--- config.mk ---
export PLATFORM = sky130hd
export DESIGN_NAME = hsync_line_pixel_sampler_flat
export DESIGN_NICKNAME = d
export VERILOG_FILES = /design/src/sv/hsls_pkg.sv /design/src/sv/hsls_chan_if.sv /design/src/sv/hsls_cfg_regs.sv /design/src/sv/hsync_line_pixel_sampler.sv /design/src/flat_wrapper.sv
export SDC_FILE = /design/constraint.sdc
export NUM_CORES = 1
export LEC_CHECK = 0
export BUFFER_PORTS_ARGS = -buffer_cell sky130_fd_sc_hd__buf_2
export CORE_ASPECT_RATIO = 1.5
export CORE_MARGIN = 1.5
export CORE_UTILIZATION = 45
export CTS_BUF_LIST = sky130_fd_sc_hd__clkbuf_8
export CTS_CLUSTER_DIAMETER = 120
export DETAILED_ROUTE_END_ITERATION = 8
export PLACE_DENSITY_LB_ADDON = 0.1
export SETUP_SLACK_MARGIN = 0.1
export SLEW_MARGIN = 20
export SYNTH_ARGS = -nofsm -noshare
export SYNTH_HDL_FRONTEND = slang
export SYNTH_SLANG_ARGS = --single-unit
--- constraint.sdc ---
create_clock -name clk -period 5 [get_ports clk]
set_clock_uncertainty 0.1 [all_clocks]
set_input_delay 0 -clock clk [delete_from_list [all_inputs] [get_ports clk]]
set_output_delay 0 -clock clk [all_outputs]
set_load 0.03 [all_outputs]
--- src/sv/hsls_pkg.sv ---
// Shared types and constants for the hsync line pixel sampler.
// No dependencies; compiled first.
package hsls_pkg;

    localparam int COLOR_W   = 9;
    localparam int COORD_W   = 8;
    localparam int CFG_IDX_W = 2;
    localparam int CFG_DAT_W = 10;
    localparam int SPP_W     = 4;
    localparam int SCAN_W    = 10;
    localparam int PORCH_W   = 7;
    localparam int WIN_W     = 13;
    localparam int PHASE_W   = 3;
    localparam int LINE_W    = 9;

    localparam logic [SPP_W-1:0]  SPP_MAX  = 4'd8;
    localparam logic [SCAN_W-1:0] SPF_MAX  = 10'd512;

    typedef enum logic [CFG_IDX_W-1:0] {
        CFG_SAMPLES_PER_PCLK  = 2'd0,
        CFG_PIXELS_PER_SCAN   = 2'd1,
        CFG_BACK_PORCH_PIXELS = 2'd2,
        CFG_SCANS_PER_FIELD   = 2'd3
    } cfg_index_t;

    // Effective (clamped) configuration seen by the line timer.
    typedef struct packed {
        logic [SPP_W-1:0]   spp;
        logic [WIN_W-1:0]   window;
        logic [PORCH_W-1:0] back_porch;
        logic [SCAN_W-1:0]  spf;
    } eff_cfg_t;

endpackage

--- src/sv/hsls_chan_if.sv ---
// Channel interfaces: sample words in, pixel words out, config writes.
// Depends on hsls_pkg.
interface hsls_sample_if;
    import hsls_pkg::*;
    logic               valid;
    logic               ready;
    logic               sync_level;
    logic [COLOR_W-1:0] raw_color;

    modport source (output valid, output sync_level, output raw_color, input ready);
    modport sink   (input valid, input sync_level, input raw_color, output ready);
endinterface

interface hsls_pixel_if;
    import hsls_pkg::*;
    logic               valid;
    logic               ready;
    logic               pixel_valid;
    logic [COLOR_W-1:0] pixel_color;
    logic [COORD_W-1:0] column;
    logic [COORD_W-1:0] row;
    logic               field_done;

    modport source (output valid, output pixel_valid, output pixel_color, output column,
                    output row, output field_done, input ready);
    modport sink   (input valid, input pixel_valid, input pixel_color, input column,
                    input row, input field_done, output ready);
endinterface

interface hsls_cfg_if;
    import hsls_pkg::*;
    logic                 valid;
    logic                 ready;
    logic [CFG_IDX_W-1:0] index;
    logic [CFG_DAT_W-1:0] data;

    modport source (output valid, output index, output data, input ready);
    modport sink   (input valid, input index, input data, output ready);
endinterface

--- src/sv/hsls_cfg_regs.sv ---
// Configuration register file with clamping of the effective values.
// Depends on hsls_pkg and hsls_cfg_if.
module hsls_cfg_regs (
    input  logic             clk,
    input  logic             rst_n,
    hsls_cfg_if.sink         cfg,
    output hsls_pkg::eff_cfg_t eff
);
    import hsls_pkg::*;

    logic [SPP_W-1:0]   spp_reg;
    logic [SCAN_W-1:0]  pps_reg;
    logic [PORCH_W-1:0] bpp_reg;
    logic [SCAN_W-1:0]  spf_reg;
    logic [SPP_W-1:0]   spp_eff;
    logic [WIN_W:0]     win_prod;

    assign cfg.ready = 1'b1;

    always_ff @(posedge clk or negedge rst_n)
    begin
        if (!rst_n)
        begin
            spp_reg <= 4'd1;
            pps_reg <= 10'd341;
            bpp_reg <= 7'd0;
            spf_reg <= 10'd262;
        end
        else if (cfg.valid && cfg.ready)
        begin
            case (cfg_index_t'(cfg.index))
                CFG_SAMPLES_PER_PCLK:  spp_reg <= cfg.data[SPP_W-1:0];
                CFG_PIXELS_PER_SCAN:   pps_reg <= cfg.data[SCAN_W-1:0];
                CFG_BACK_PORCH_PIXELS: bpp_reg <= cfg.data[PORCH_W-1:0];
                CFG_SCANS_PER_FIELD:   spf_reg <= cfg.data[SCAN_W-1:0];
                default: ;
            endcase
        end
    end

    always_comb
    begin
        if (spp_reg == '0)
            spp_eff = 4'd1;
        else if (spp_reg > SPP_MAX)
            spp_eff = SPP_MAX;
        else
            spp_eff = spp_reg;

        win_prod = (WIN_W+1)'(pps_reg) * (WIN_W+1)'(spp_eff);

        eff.spp        = spp_eff;
        eff.window     = (win_prod == '0) ? WIN_W'(1) : win_prod[WIN_W-1:0];
        eff.back_porch = bpp_reg;
        eff.spf        = (spf_reg > SPF_MAX) ? SPF_MAX : spf_reg;
    end

endmodule

--- src/sv/hsync_line_pixel_sampler.sv ---
// Takes one sample word per cycle unless stalled. A word is taken whenever the output register
// is empty or is being drained in the same cycle, so the sustained rate is one sample per clock;
// the result word (pixel and/or field end) appears in the cycle after its sample, held in a
// single output register; all per-sample counter updates are combinational between registers.
// Depends on hsls_pkg, hsls_chan_if and hsls_cfg_regs.
module hsync_line_pixel_sampler #(
    parameter int VISIBLE_WIDTH  = 256,
    parameter int VISIBLE_HEIGHT = 240
) (
    input  logic        clk,
    input  logic        rst_n,
    hsls_sample_if.sink samples,
    hsls_pixel_if.source pixels,
    hsls_cfg_if.sink    cfg
);
    import hsls_pkg::*;

    localparam int CW = $clog2(VISIBLE_WIDTH + 1);

    eff_cfg_t eff;

    hsls_cfg_regs u_cfg (
        .clk   (clk),
        .rst_n (rst_n),
        .cfg   (cfg),
        .eff   (eff)
    );

    logic               line_active_reg, line_active_next;
    logic               sync_passed_reg, sync_passed_next;
    logic [WIN_W-1:0]   window_count_reg, window_count_next;
    logic [PORCH_W-1:0] porch_count_reg, porch_count_next;
    logic [PHASE_W-1:0] phase_count_reg, phase_count_next;
    logic [CW-1:0]      column_count_reg, column_count_next;
    logic [LINE_W-1:0]  line_count_reg, line_count_next;

    logic               out_valid_reg, out_valid_next;
    logic               pixel_valid_reg;
    logic [COLOR_W-1:0] pixel_color_reg;
    logic [COORD_W-1:0] column_reg;
    logic [COORD_W-1:0] row_reg;
    logic               field_done_reg;

    logic               accept;
    logic               pix;
    logic               done;
    logic [COORD_W-1:0] pix_col;
    logic [COORD_W-1:0] pix_row;
    logic [PHASE_W:0]   phase_inc;
    logic [PHASE_W-1:0] phase_adv;
    logic [WIN_W:0]     window_sum;
    logic [SCAN_W-1:0]  line_sum;

    assign samples.ready = !out_valid_reg || pixels.ready;
    assign accept        = samples.valid && samples.ready;

    always_comb
    begin
        line_active_next  = line_active_reg;
        sync_passed_next  = sync_passed_reg;
        window_count_next = window_count_reg;
        porch_count_next  = porch_count_reg;
        phase_count_next  = phase_count_reg;
        column_count_next = column_count_reg;
        line_count_next   = line_count_reg;
        pix        = 1'b0;
        done       = 1'b0;
        pix_col    = '0;
        pix_row    = '0;
        phase_inc  = '0;
        phase_adv  = '0;
        window_sum = '0;
        line_sum   = '0;

        if (line_active_reg || samples.sync_level)
        begin
            if (!line_active_reg)
            begin
                sync_passed_next  = 1'b0;
                window_count_next = '0;
                porch_count_next  = '0;
                phase_count_next  = '0;
                column_count_next = '0;
            end

            if (!samples.sync_level)
                sync_passed_next = 1'b1;

            phase_inc = {1'b0, phase_count_next} + 1'b1;
            phase_adv = (phase_inc >= eff.spp) ? '0 : phase_inc[PHASE_W-1:0];

            if (sync_passed_next)
            begin
                if (porch_count_next < eff.back_porch)
                begin
                    phase_count_next = phase_adv;
                    if (phase_adv == '0)
                        porch_count_next = porch_count_next + 1'b1;
                end
                else
                begin
                    if (phase_count_next == '0 && column_count_next < CW'(VISIBLE_WIDTH))
                    begin
                        if ({1'b0, line_count_reg} < SCAN_W'(VISIBLE_HEIGHT))
                        begin
                            pix     = 1'b1;
                            pix_col = COORD_W'(column_count_next);
                            pix_row = line_count_reg[COORD_W-1:0];
                        end
                        column_count_next = column_count_next + 1'b1;
                    end
                    phase_count_next = phase_adv;
                end
            end

            window_sum = {1'b0, window_count_next} + 1'b1;
            if (window_sum >= {1'b0, eff.window})
            begin
                line_active_next  = 1'b0;
                window_count_next = '0;
                line_sum = {1'b0, line_count_reg} + 1'b1;
                if (line_sum >= eff.spf)
                begin
                    line_count_next = '0;
                    done            = 1'b1;
                end
                else
                begin
                    line_count_next = line_sum[LINE_W-1:0];
                end
            end
            else
            begin
                line_active_next  = 1'b1;
                window_count_next = window_sum[WIN_W-1:0];
            end
        end

        if (accept)
            out_valid_next = pix || done;
        else if (pixels.ready)
            out_valid_next = 1'b0;
        else
            out_valid_next = out_valid_reg;
    end

    always_ff @(posedge clk or negedge rst_n)
    begin
        if (!rst_n)
        begin
            line_active_reg  <= 1'b0;
            sync_passed_reg  <= 1'b0;
            window_count_reg <= '0;
            porch_count_reg  <= '0;
            phase_count_reg  <= '0;
            column_count_reg <= '0;
            line_count_reg   <= '0;
            out_valid_reg    <= 1'b0;
        end
        else
        begin
            out_valid_reg <= out_valid_next;
            if (accept)
            begin
                line_active_reg  <= line_active_next;
                sync_passed_reg  <= sync_passed_next;
                window_count_reg <= window_count_next;
                porch_count_reg  <= porch_count_next;
                phase_count_reg  <= phase_count_next;
                column_count_reg <= column_count_next;
                line_count_reg   <= line_count_next;
            end
        end
    end

    always_ff @(posedge clk)
    begin
        if (accept)
        begin
            pixel_valid_reg <= pix;
            pixel_color_reg <= pix ? samples.raw_color : '0;
            column_reg      <= pix_col;
            row_reg         <= pix_row;
            field_done_reg  <= done;
        end
    end

    assign pixels.valid       = out_valid_reg;
    assign pixels.pixel_valid = pixel_valid_reg;
    assign pixels.pixel_color = pixel_color_reg;
    assign pixels.column      = column_reg;
    assign pixels.row         = row_reg;
    assign pixels.field_done  = field_done_reg;

endmodule

--- src/flat_wrapper.sv ---
// flat-port wrapper written by rule: the top's interface ports become plain ports
module hsync_line_pixel_sampler_flat import hsls_pkg::*;
#(
    parameter int VISIBLE_WIDTH  = 256,
    parameter int VISIBLE_HEIGHT = 240
)
  (clk, rst_n, samples_valid, samples_sync_level, samples_raw_color, samples_ready, pixels_valid, pixels_pixel_valid, pixels_pixel_color, pixels_column, pixels_row, pixels_field_done, pixels_ready, cfg_valid, cfg_index, cfg_data, cfg_ready);
  hsls_sample_if samples_i ();
  hsls_pixel_if pixels_i ();
  hsls_cfg_if cfg_i ();
  input  logic clk;
  input  logic rst_n;
  input wire logic [$bits(samples_i.valid)-1:0] samples_valid;
  input wire logic [$bits(samples_i.sync_level)-1:0] samples_sync_level;
  input wire logic [$bits(samples_i.raw_color)-1:0] samples_raw_color;
  output wire logic [$bits(samples_i.ready)-1:0] samples_ready;
  output wire logic [$bits(pixels_i.valid)-1:0] pixels_valid;
  output wire logic [$bits(pixels_i.pixel_valid)-1:0] pixels_pixel_valid;
  output wire logic [$bits(pixels_i.pixel_color)-1:0] pixels_pixel_color;
  output wire logic [$bits(pixels_i.column)-1:0] pixels_column;
  output wire logic [$bits(pixels_i.row)-1:0] pixels_row;
  output wire logic [$bits(pixels_i.field_done)-1:0] pixels_field_done;
  input wire logic [$bits(pixels_i.ready)-1:0] pixels_ready;
  input wire logic [$bits(cfg_i.valid)-1:0] cfg_valid;
  input wire logic [$bits(cfg_i.index)-1:0] cfg_index;
  input wire logic [$bits(cfg_i.data)-1:0] cfg_data;
  output wire logic [$bits(cfg_i.ready)-1:0] cfg_ready;
  assign samples_i.valid = samples_valid;
  assign samples_i.sync_level = samples_sync_level;
  assign samples_i.raw_color = samples_raw_color;
  assign samples_ready = samples_i.ready;
  assign pixels_valid = pixels_i.valid;
  assign pixels_pixel_valid = pixels_i.pixel_valid;
  assign pixels_pixel_color = pixels_i.pixel_color;
  assign pixels_column = pixels_i.column;
  assign pixels_row = pixels_i.row;
  assign pixels_field_done = pixels_i.field_done;
  assign pixels_i.ready = pixels_ready;
  assign cfg_i.valid = cfg_valid;
  assign cfg_i.index = cfg_index;
  assign cfg_i.data = cfg_data;
  assign cfg_ready = cfg_i.ready;
  hsync_line_pixel_sampler #(.VISIBLE_WIDTH(VISIBLE_WIDTH), .VISIBLE_HEIGHT(VISIBLE_HEIGHT)) u_core (.clk(clk), .rst_n(rst_n), .samples(samples_i), .pixels(pixels_i), .cfg(cfg_i));
endmodule
### Word-level counts from Yosys, hierarchy flattened

Index checks and enable logic that the tools add are counted.

* equal/unequal tests: 3
* $lt $le $gt $ge: 8
* reduce and logical (&&, ||, !) cells: 19
* multiplexer cells: 36
* bitwise gates (word level): 4
* multiply operators: 1
* add/subtract/negate cells: 5

Operators by type and width (count)
* $mux W9: 6
* $mux W13: 4
* $mux W7: 5
* $add A13 B1 Y14 const B: 1
* $ge A14 B13 Y1: 1
* $logic_not A14 Y1: 1
* $mul A10 B4 Y14: 1
* $mux W1: 14
* $mux W3: 4
* $add A9 B1 Y10 const B: 1
* $ge A10 B10 Y1: 1
* $gt A10 B10 Y1 const B: 1
* $mux W10: 1
* $reduce_and A2 Y1: 5
* $add A9 B1 Y9 const B: 1
* $lt A9 B8 Y1 const B: 1
* $lt A9 B9 Y1 const B: 1
* $mux W4: 2
* $add A7 B1 Y7 const B: 1
* $lt A7 B7 Y1: 1
* $logic_not A3 Y1: 2
* $reduce_or A5 Y1: 1
* $add A3 B1 Y4 const B: 1
* $eq A2 B2 Y1 const B: 2
* other kinds (11): 17

* output and inout port bits: 30
* word-level logic and storage cells: 93
* bits of input ports: 27
* register bits after elaboration: 102

### Longest topological paths before layout

Gate-level depths: netlist (run 1).

* word-level depth: 11
* mapped depth: 24
* gate-level depth less buffers: 22

### Hierarchy

Synthesis (run 1) repeated with hierarchy kept, for this count alone.

* cells, all modules: 738
* area, all modules: 7071.8 um2

Modules (own cells, without submodules)
* hsync_line_pixel_sampler: cells each 472, area an instance 4450.5 um2, seq. area each 1911.8 um2, times used 1
* hsls_cfg_regs: cells each 266, area an instance 2621.3 um2, seq. area each 787.0 um2, times used 1

### Worst setup path after synthesis (run 1)

OpenSTA, ideal clock, no wires.

* path kind: flip-flop to flip-flop
* start point: reg u_core.u_cfg.spp_reg[1]
* end point: reg u_core.field_done_reg (netlist: u_core.pixels.field_done) (data pin)
* buffers on the path: 2
* path slack: -0.244 ns
* data required time: 4.631 ns
* library setup time: 0.269 ns
* arrival: 4.875 ns
* period minus slack after synthesis: 5.244 ns
* cell stages (with the launch flop): 22
* cells stage by stage: dfrtp_1 -> nor2b_1 -> clkbuf_1 -> and2_1 -> fa_1 -> fa_1 -> ha_1 -> a21oi_2 -> o211ai_2 -> a31o_4 -> a221oi_4 -> nor2_1 -> o2111a_1 -> a32o_2 -> ha_1 -> nand2b_1 -> a21o_1 -> a21oi_1 -> o21a_1 -> o211a_2 -> clkbuf_1 -> nor3b_1

* word-level cells in the longest chain between the ends: 9
* elaborated cells between the ends (all ways): 10
* classes of those cells: mul: 1; order compare: 2; mux: 5; reduce/logical: 2

Ends and longest elaborated chain
* from (decl): line hsls_cfg_regs.sv:11 `logic [SPP_W-1:0] spp_reg;`
* from (signal assigned): line hsls_cfg_regs.sv:32 `CFG_SAMPLES_PER_PCLK: spp_reg <= cfg.data[SPP_W-1:0];`
* $gt A4 B4 Y1: line hsls_cfg_regs.sv:45 `else if (spp_reg > SPP_MAX)`
* $mux W4: line hsls_cfg_regs.sv:45
* $mux W4 *: line hsls_cfg_regs.sv:43 `if (spp_reg == '0)`
* $mul A10 B4 Y14 *: line hsls_cfg_regs.sv:50 `win_prod = (WIN_W+1)'(pps_reg) * (WIN_W+1)'(spp_eff);`
* $logic_not A14 Y1: line hsls_cfg_regs.sv:53 `eff.window = (win_prod == '0) ? WIN_W'(1) : win_prod[WIN_W-1:0];`
* $mux W13 *: line hsls_cfg_regs.sv:53
* $ge A14 B13 Y1 *: line hsync_line_pixel_sampler.sv:117 `if (window_sum >= {1'b0, eff.window})`
* $mux W1 *: line hsync_line_pixel_sampler.sv:117
* $mux W1 *: line hsync_line_pixel_sampler.sv:75 `if (line_active_reg || samples.sync_level)`
* net u_core.done: line hsync_line_pixel_sampler.sv:46 `logic done;`
* to (signal assigned): line hsync_line_pixel_sampler.sv:184 `field_done_reg <= done;`
* to (decl): line hsync_line_pixel_sampler.sv:42 `logic field_done_reg;`

Mark *: on every way through the listed nets, which the timed path passes. The rest lies on a longest branch.
A chain may end at the register's enable or synchronous reset.

### Worst setup path after layout (run 1)

* start point: reg u_core.u_cfg.spp_reg[3]
* end point: reg u_core.line_count_reg[4]

* word-level cells in the longest chain between the ends: 8
* elaborated cells between the ends (all ways): 9
* classes of those cells: mul: 1; order compare: 2; mux: 3; reduce/logical: 3

Ends and longest elaborated chain
* $gt A4 B4 Y1: line hsls_cfg_regs.sv:45
* $mux W4: line hsls_cfg_regs.sv:45
* $mux W4 *: line hsls_cfg_regs.sv:43
* $mul A10 B4 Y14 *: line hsls_cfg_regs.sv:50
* $logic_not A14 Y1: line hsls_cfg_regs.sv:53
* $mux W13 *: line hsls_cfg_regs.sv:53
* $ge A14 B13 Y1 *: line hsync_line_pixel_sampler.sv:117
* $reduce_and A3 Y1 (no line) *
* to (signal assigned): line hsync_line_pixel_sampler.sv:171 `line_count_reg <= line_count_next;`
* to (decl): line hsync_line_pixel_sampler.sv:35 `logic [LINE_W-1:0] line_count_reg, line_count_next;`

Mark *: on every way between the ends. The rest lies on a longest branch, timed or not.

==> results of run 1 <==
per-layer routing:
layer | global-route usage | vias to the layer above
met4 | 0.06548 | 0
met2 | 0.3828 | 98
li1 | - | 2602
met3 | 0.02992 | 22
met1 | 0.2369 | 2540
met5 | 0 | -
power by group:
group | leakage [nW] | switching (mW) | total [mW] | internal [mW]
Combinational | 2.49 | 1.10 | 2.09 | 0.987
Sequential | 1.20 | 0.177 | 1.20 | 1.03
Clock | 0.0945 | 0.324 | 0.517 | 0.193
worst max-delay path, stage by stage, from the launching register on:
cell,delay (ps)
dfrtp_1,420
nor2b_1,200
buf_4,180
and2_1,150
fa_1,430
fa_1,530
ha_4,220
nand2b_4,70
a21oi_2,60
o31a_1,310
a221o_1,340
a21oi_2,150
xnor2_1,100
a32o_2,270
ha_1,260
nand2b_1,90
a21o_1,100
a21oi_1,50
o21a_1,190
o211a_4,270
clkbuf_16,160
o31ai_4,240
o31ai_2,90
logic make-up after synthesis:
family | count (synthesis)
multiplexers | 32
AND/OR/NAND/NOR | 263
XOR/XNOR | 37
adder cells (fa/ha/maj) | 73
AO/OA/AOI/OAI | 117
flip-flops | 102
other | 1
buffers and inverters | 59
cell usage in the layout (no fill, tap or decap), drive strengths merged, types with 22 or more instances in the layout:
cell type,n
nand3,26
ha,57
dfrtp,66
o21ai,28
xnor2,22
edfxtp,27
dlygate4sd3,25
and2,68
nor2,32
buf,92
mux2,30
inv,41
nand2,91
cell type report:
class,count,share of cell area
Inverter,36,0.01642
Clock buffer,9,0.01505
Multi-Input combinational cell,523,0.4996
Timing Repair Buffer,118,0.1032
Tap cell,199,0.03026
Sequential cell,102,0.3280
Clock inverter,7,0.007450
what timing repair did:
| item | CTS | global route |
|---|---|---|
| gates resized for setup | 19 | 4 |
| hold buffers | 25 | 0 |
| endpoints found under the hold margin | 110 | 0 |
| setup buffers | 0 | 0 |
| cloned | 0 | 1 |
| endpoints found under the setup margin | 25 | 25 |
| pin swaps | 3 | 0 |
Yosys cell counts (all sizes together) (10+ instances only):
cell type   n
a21o       13
a21oi      15
and2       68
clkbuf     17
dfrtp      66
edfxtp     27
fa         16
ha         57
inv        36
mux2       30
nand2      91
nand3      26
nor2       32
o21ai      28
o31ai      10
xnor2      22
xor2       15
stage by stage:
step                      cell area, um^2  setup TNS [ps]  worst slack [ps]
final                                8229          -589.6            -89.26
after detailed placement             7661           -1302            -206.6
after global placement               7661          -71.32            -36.37
after global routing                 8229           -6827            -389.4
after CTS                            8180          -795.5            -110.0
after floorplan                      6967               0             77.75
worst paths after layout:
| check | endpoint | cells past startpoint | startpoint |
|---|---|---|---|
| min in group asynchronous | u_core.porch_count_reg[4] | 2 | rst_n |
| min | u_core.u_cfg.spp_reg[3] | 4 | cfg_valid |
| max | u_core.line_count_reg[4] | 22 | u_core.u_cfg.spp_reg[3] |
| min reg2reg | u_core.u_cfg.bpp_reg[3] | 1 | u_core.u_cfg.bpp_reg[3] |
| max reg2reg | u_core.line_count_reg[4] | 22 | u_core.u_cfg.spp_reg[3] |
| max in group asynchronous | u_core.window_count_reg[5] | 2 | rst_n |
==> flow_summary.ini, run 1 <==
[power]
powerDensity_nw_per_um2 = 462.7
total_power_mw = 3.808
ir_drop_v = 0.0001917
leakagePower_nw = 3.785

[synthesis]
synthAdderAreaFrac = 0.1501
async_flop_share = 0.7353
synth_compound_area_frac = 0.1254
syn_area_um2 = 6884
yosys.area.top_type = dfrtp_1
syn_nets = 784
synth_seq_area_share = 0.3920
muxShareOfSynthArea = 0.05198
yosysWarnings = 0
synth_top_family_by_area = simple AND/OR/NAND/NOR gates
synthTopCellsByArea = dfrtp_1 24%, edfxtp_1 12%, ha_1 10%, and2_1 6.2%, nand2_1 5.0%
synth-seq-cells = 102
syn_inst = 684
synth_edf_count = 27
synthDistinctLibCells = 70
synth_xor_area_frac = 0.04707
synthSimpleGateAreaFrac = 0.1992
ys.flop_type = dfrtp_1
synth_top_cell_area_share = 0.2399
avgSynthCellArea_um2 = 10.06

[drt]
postRouteAntennaNets = 0
dr.pass1.iters = 4
routed_wl_um = 15680
vias_per_cell = 5.294
drtIter0Drc = 134
wl_per_cell_um = 15.77
highest_layer = met4
met3_length_um = 455
route.met2.wl_um = 8403
wl_met1_um = 6532
dr_total_vias = 5262
drcViolationCount = 0

[floorplan]
die_area_um2 = 16060
dieHeight_um = 154.5
initial_core_util = 0.4589
core-area_um2 = 15000
ioPinCount = 57
rows = 55
die_x_um = 104.0

[layout]
final_layout_size_suffix_gt1_frac = 0.2440
largest_register_ffs = 13
fill_cells = 1393
seq_area_um2 = 2699
final_cells = 994
final_core_util = 0.5485
antenna_cells = 0
areaGrowthSynthToFinish_pct = 19.54
finalNetCount = 890
multi_input_area_um2 = 4111

[placement]
dp.cells = 951
gp_congestion = 0.8744
post-dp-hpwl_um = 11720
portBuffers = 55

[cts]
cts_buffer_depth = 2
cts_sinks = 102
cts_buffers = 9
htreeDepth = 3
cts_tree = done
cts_root_buf = clkbuf_8
clkTransAtPathRegs_ps = 120
insertion_delay_ps = 380

[run_status]
failed_checks = negative setup slack
outcome = complete, but fails checks

[worst_setup_path]
worst_setup_path_end_kind = flop
cp_data_arrival_time_ps = 5260
cp-start-kind = flop
crit_required_ps = 5170
crit_path_max_fanout = 6
worstSetupPathType = reg -> reg
r2r_slack_ps = -90

[job]
maxCapViolCount = 0

[sta]
finalHoldViolCount = 0
post-route-min-period_ps = 5089
worst_slack_ps = -89.26
rsz0062_at_grt = yes
relSlewSlack = 0.5213
setup_violations = 9
drv_slew = 0
max_freq_mhz = 196.5
hold_slack_ps = 54.29
worst_slew_pin_slew_ps = 718.1
post-route-period-util = 1.018

[hold_path]
min_path_type = in -> reg

[grt]
grt_max_degree = 76
grt_pass1_vias = 5541
grt_pass1_wl_um = 26590
gr-total-overflow = 0
grt.total_usage = 0.2041
antenna_found_initial = 0
(Power assumes the default switching activity.)
==> inputs of run 2 (changes only) <==
Settings changed: GPL_TIMING_DRIVEN set to 0, REMOVE_ABC_BUFFERS set to 1.
==> run 2 against run 1 <==
Effect of this change:
- the run still ends with negative setup slack left
- setup slack worse by 290 ps
- non-clock buffer count up 1
- design area up 3.0%
- largest cell class unchanged
- cell count up 0.10%
- worst hold slack worse by 10 ps
- flip-flop and latch count unchanged
- count of clock-buffer cells in the layout unchanged
==> flow_summary.ini, run 2 (synthesized netlist as in run 1, its figures left out) <==
[drt]
route.met2.wl_um = 8757
wl_met1_um = 6277
dr.pass1.iters = 4
drcViolationCount = 0
highest_layer = met4
routed_wl_um = 16020
postRouteAntennaNets = 0
vias_per_cell = 5.416
wl_per_cell_um = 16.10
met3_length_um = 447
drtIter0Drc = 236
dr_total_vias = 5389

[grt]
grt.total_usage = 0.2082
grt_max_degree = 58
antenna_found_initial = 0
grt_pass1_vias = 5666
gr-total-overflow = 0
grt_pass1_wl_um = 27030

[sta]
worst_slew_pin_slew_ps = 1076
max_freq_mhz = 185.8
worst_slack_ps = -383.2
setup_violations = 25
relSlewSlack = 0.2810
finalSetupTns_ps = -6041
post-route-min-period_ps = 5383
drv_slew = 0
rsz0062_at_grt = yes
post-route-period-util = 1.077
hold_slack_ps = 44.31
finalHoldViolCount = 0

[layout]
mostFrequentLayoutCell = nand2_1
fin_area_um2 = 8477
finalNetCount = 891
areaGrowthSynthToFinish_pct = 23.14
mostFrequentLayoutCells = 88 x nand2_1, 64 x dfrtp_1, 63 x and2_1
final_layout_size_suffix_gt1_frac = 0.2714
largest_register_ffs = 13
fill_cells = 1388
antenna_cells = 0

[floorplan]
die_area_um2 = 16060
die_x_um = 104.0
rows = 55
core-area_um2 = 15000
initial_core_util = 0.4589
dieHeight_um = 154.5
ioPinCount = 57

[power]
pwr-share-clk = 0.132
ir_drop_v = 0.0002530
pwr-share-seq = 0.313
p_comb_frac = 0.554
p_sw_mw = 1.657
leakagePower_nw = 3.849
sw_frac_of_total = 0.4192
powerDensity_nw_per_um2 = 466.1
internal_power_mw = 2.295

[placement]
gp_congestion = 0.7896
placed_cell_area_um2 = 7390
post-dp-hpwl_um = 11440
portBuffers = 55

[cts]
cts_tree = done
htreeDepth = 3
cts_buffers = 9
clkTransAtPathRegs_ps = 100
cts_buffer_depth = 2
cts_root_buf = clkbuf_8
cts_sinks = 102
insertion_delay_ps = 380

[worst_setup_path]
worst_setup_path_end_kind = flop
cp_data_arrival_time_ps = 5570
crit_required_ps = 5180
worstSetupPathType = reg -> reg
crit_path_max_fanout = 9
cp-start-kind = flop
r2r_slack_ps = -380

[hold_path]
min_path_type = in -> async

[job]
maxCapViolCount = 0

[run_status]
outcome = complete, but fails checks
failed_checks = negative setup slack
run 2: changes by cell type in the layout (fill, tap and decap cells not counted), moves of 4 or more:
cell	before	now
buf_4	34	23
buf_6	3	12
o21ai_2	2	9
o21ai_1	9	3
ha_1	54	50
run 2: critical path: stages, from the launching register on:
cell,delay (ps)
dfrtp_2,480
buf_4,160
buf_6,130
and2_1,140
fa_1,450
fa_1,530
ha_4,230
a21o_1,170
o31a_1,320
a221o_1,370
a21oi_2,170
xnor2_2,100
a32o_2,300
ha_4,260
nand2b_4,100
a21o_1,120
a21oi_2,50
o21a_1,190
o211ai_1,320
buf_4,260
nand2_8,90
o31ai_2,250
run 2: through the flow:
step	total power, mW	std cells	worst slack [ps]	utilization
floorplan	2.512	661	-484.1	-
global placement	2.906	915	-1895	0.4874
detailed placement	3.002	918	-1476	0.4926
CTS	3.853	986	-300.6	0.5518
global route	4.277	995	-605.3	0.5651
finish	3.951	995	-383.2	0.5651
run 2: layout make-up:
class	instances	area [um^2]	share of cell area
Multi-Input combinational cell	523	4285	0.5055
Sequential cell	102	2701	0.3187
Timing Repair Buffer	119	913.4	0.1077
Tap cell	199	249.0	0.02937
Inverter	36	135.1	0.01594
Clock buffer	9	123.9	0.01461
Clock inverter	7	68.82	0.008118
run 2: metal layers:
| layer | global-route usage | vias up |
|---|---|---|
| met4 | 0.09127 | 0 |
| met5 | 0 | - |
| met2 | 0.4002 | 98 |
| met1 | 0.2274 | 2665 |
| met3 | 0.02444 | 33 |
| li1 | - | 2593 |
run 2: worst paths after layout:
path                                    startpoint                    endpoint  cells past startpoint
max reg2reg                u_core.u_cfg.spp_reg[3]    u_core.line_count_reg[5]                     21
min in group clk                         cfg_valid     u_core.u_cfg.spp_reg[2]                      3
min                                          rst_n  u_core.column_count_reg[7]                      3
max in group asynchronous                    rst_n   u_core.phase_count_reg[1]                      3
min reg2reg                u_core.u_cfg.bpp_reg[0]     u_core.u_cfg.bpp_reg[0]                      1
max                        u_core.u_cfg.spp_reg[3]    u_core.line_count_reg[5]                     21
run 2: power groups by stage:
stage	Combinational [mW]	Clock, mW	Sequential [mW]
global placement	1.67	0	1.24
CTS	2.07	0.547	1.23
global route	2.43	0.574	1.27
floorplan	1.30	0	1.21
finish	2.19	0.524	1.24
detailed placement	1.75	0	1.25
run 2: timing repair:
action                                  CTS  global route
pin swaps                                38             8
gates cloned                              1             0
endpoints found under the setup margin   25            25
resized for setup                        52            29
hold endpoints to repair                110             0
hold buffers                             28             0
setup buffers                            23             9
==> inputs of run 3 (changes only) <==
==> constraint.sdc (replaced) <==
create_clock -name clk -period 5 [get_ports clk]
set_clock_uncertainty 0.1 [all_clocks]
set_input_delay 0.5 -clock clk [delete_from_list [all_inputs] [get_ports clk]]
set_output_delay 0.5 -clock clk [all_outputs]
set_load 0.03 [all_outputs]
==> run 3 against run 2 <==
Effect of this change:
- the flow still finishes with violations (negative setup slack)
- first-iteration DRC count increased by 11%
- core utilization is 1.7 points lower
- setup slack improved by 2.4 ps
- count of clock-buffer cells in the layout unchanged
- combinational power hardly changed
- power is 0.22% lower
- largest power group unchanged
==> flow_summary.ini, run 3 (synthesized netlist as in run 1, its figures left out) <==
[worst_setup_path]
crit_path_max_fanout = 9
path_cells = buf_4, buf_6, and2_1, fa_1, fa_1, ha_4, a21o_1, o31a_1, a221o_1, a21oi_2, xnor2_2, a32o_2, ha_4, nand2b_4, a21o_1, a21oi_2, o21a_1, o211ai_1, buf_4, nand2_8, o31ai_2
worst_setup_path_end_kind = flop
cp_data_arrival_time_ps = 5560
cp-start-kind = flop
worstSetupPathType = reg -> reg
crit_required_ps = 5180
cpMaxStageDelayCell = fa_1
critPathMaxStageDelay_ps = 530

[layout]
antenna_cells = 0
largest_register_ffs = 13
mostFrequentLayoutCells = 88 x nand2_1, 64 x dfrtp_1, 63 x and2_1
final_cells = 970
areaGrowthSynthToFinish_pct = 19.45
final_core_util = 0.5481
finalNetCount = 866
final_layout_size_suffix_gt1_frac = 0.2840
mostFrequentLayoutCell = nand2_1

[power]
leakagePower_nw = 3.749
pwr-share-seq = 0.313
internal_power_mw = 2.288
p_comb_frac = 0.554
ir_drop_v = 0.0002546
sw_frac_of_total = 0.4197
p_sw_mw = 1.655
pwr-share-clk = 0.132
total_power_mw = 3.943
powerDensity_nw_per_um2 = 479.5

[cts]
htreeDepth = 3
cts_tree = done
cts_root_buf = clkbuf_8
cts_buffer_depth = 2
insertion_delay_ps = 380
cts_buffers = 9
cts_sinks = 102
clkTransAtPathRegs_ps = 100

[sta]
max_freq_mhz = 185.8
setup_violations = 25
drv_slew = 0
post-route-period-util = 1.076
finalHoldViolCount = 0
relSlewSlack = 0.2945
post-route-min-period_ps = 5381
finalSetupTns_ps = -6029
worst_slack_ps = -380.8
worst_slew_pin_slew_ps = 1056
rsz0062_at_grt = yes

[placement]
post-place-ws_ps = -1476
dp.cells = 918
post-dp-hpwl_um = 11440
gp_congestion = 0.7896
portBuffers = 55

[drt]
vias_per_cell = 5.456
routed_wl_um = 15780
dr.pass1.iters = 5
drtIter0Drc = 261
postRouteAntennaNets = 0
drcViolationCount = 0
dr_total_vias = 5292
wl_per_cell_um = 16.26

[floorplan]
initial_core_util = 0.4589
die_area_um2 = 16060
rows = 55
die_x_um = 104.0
dieHeight_um = 154.5
ioPinCount = 57
core-area_um2 = 15000

[grt]
grt.total_usage = 0.2048
grt_max_degree = 58
gr-total-overflow = 0
antenna_found_initial = 0
grt_pass1_vias = 5531
grt_pass1_wl_um = 26570

[run_status]
outcome = complete, but fails checks
failed_checks = negative setup slack

[hold_path]
min_path_type = in -> reg

[job]
maxCapViolCount = 0
-- run 3: cell types whose count changed in the layout (fill, tap and decap cells not counted), sizes merged --
cell / before / now
buf: 91 / 93
dlygate4sd3: 28 / 1
-- run 3: routing by layer --
layer | part of all wire | vias to the layer above | global-route usage
li1 | - | 2542 | -
met1 | 0.39 | 2611 | 0.2245
met2 | 0.55 | 110 | 0.3942
met3 | 0.031 | 29 | 0.02571
met4 | 0.029 | 0 | 0.08466
met5 | 0 | - | 0
-- run 3: power by group through the flow --
stage / Sequential, mW / Clock [mW] / Combinational [mW]
floorplan: 1.21 / 0 / 1.30
global placement: 1.24 / 0 / 1.67
detailed placement: 1.25 / 0 / 1.75
CTS: 1.23 / 0.547 / 2.06
global route: 1.27 / 0.574 / 2.43
finish: 1.24 / 0.522 / 2.19
-- run 3: layout make-up --
cell class / count / area, um^2
fillers: 1423 / 6779
inverters: 36 / 135.1
clock inverters: 7 / 68.82
multi-input cells: 523 / 4283
well taps: 199 / 249.0
clock buffers: 9 / 123.9
repair buffers: 94 / 661.9
flip-flops and latches: 102 / 2701
-- run 3: worst max-delay path, delay by kind of cell (launching register included) --
kind / cells / cell delay, ps
AOI/OAI and AO/OA: 10 / 2260
adders and majority gates: 4 / 1470
buffers and inverters: 3 / 540
DFF: 1 / 470
and+or+nand+nor: 3 / 330
xor gates and xnor gates: 1 / 100
-- run 3: final timing paths --
check | start | endpoint | slack, ps | depth (start not counted)
min in group asynchronous | rst_n | u_core.column_count_reg[4] | 450 | 2
hold / removal | cfg_data[8] | u_core.u_cfg.pps_reg[8] | 270 | 2
setup reg to reg | u_core.u_cfg.spp_reg[3] | u_core.line_count_reg[5] | -380 | 21
max in group asynchronous | rst_n | u_core.u_cfg.spf_reg[2] | 3710 | 3
setup / recovery | u_core.u_cfg.spp_reg[3] | u_core.line_count_reg[5] | -380 | 21
hold reg to reg | u_core.u_cfg.bpp_reg[0] | u_core.u_cfg.bpp_reg[0] | 410 | 1
-- run 3: timing repair --
| item | 4_1_cts | 5_1_grt |
|---|---|---|
| hold buffers | 1 | 0 |
| hold endpoints to repair | 18 | 0 |
| buffers inserted | 23 | 11 |
| gates cloned | 1 | 0 |
| setup endpoints to repair | 25 | 25 |
| gates resized for setup | 52 | 29 |
| pin swaps | 38 | 8 |
-- run 3: stage by stage --
step | hold slack [ps] | instance area, um^2
after CTS | 246.3 | 8008
final | 274.4 | 8223
after global routing | 265.4 | 8223
after floorplan | 104.4 | 6788
after detailed placement | 311.1 | 7390
after global placement | 372.3 | 7312
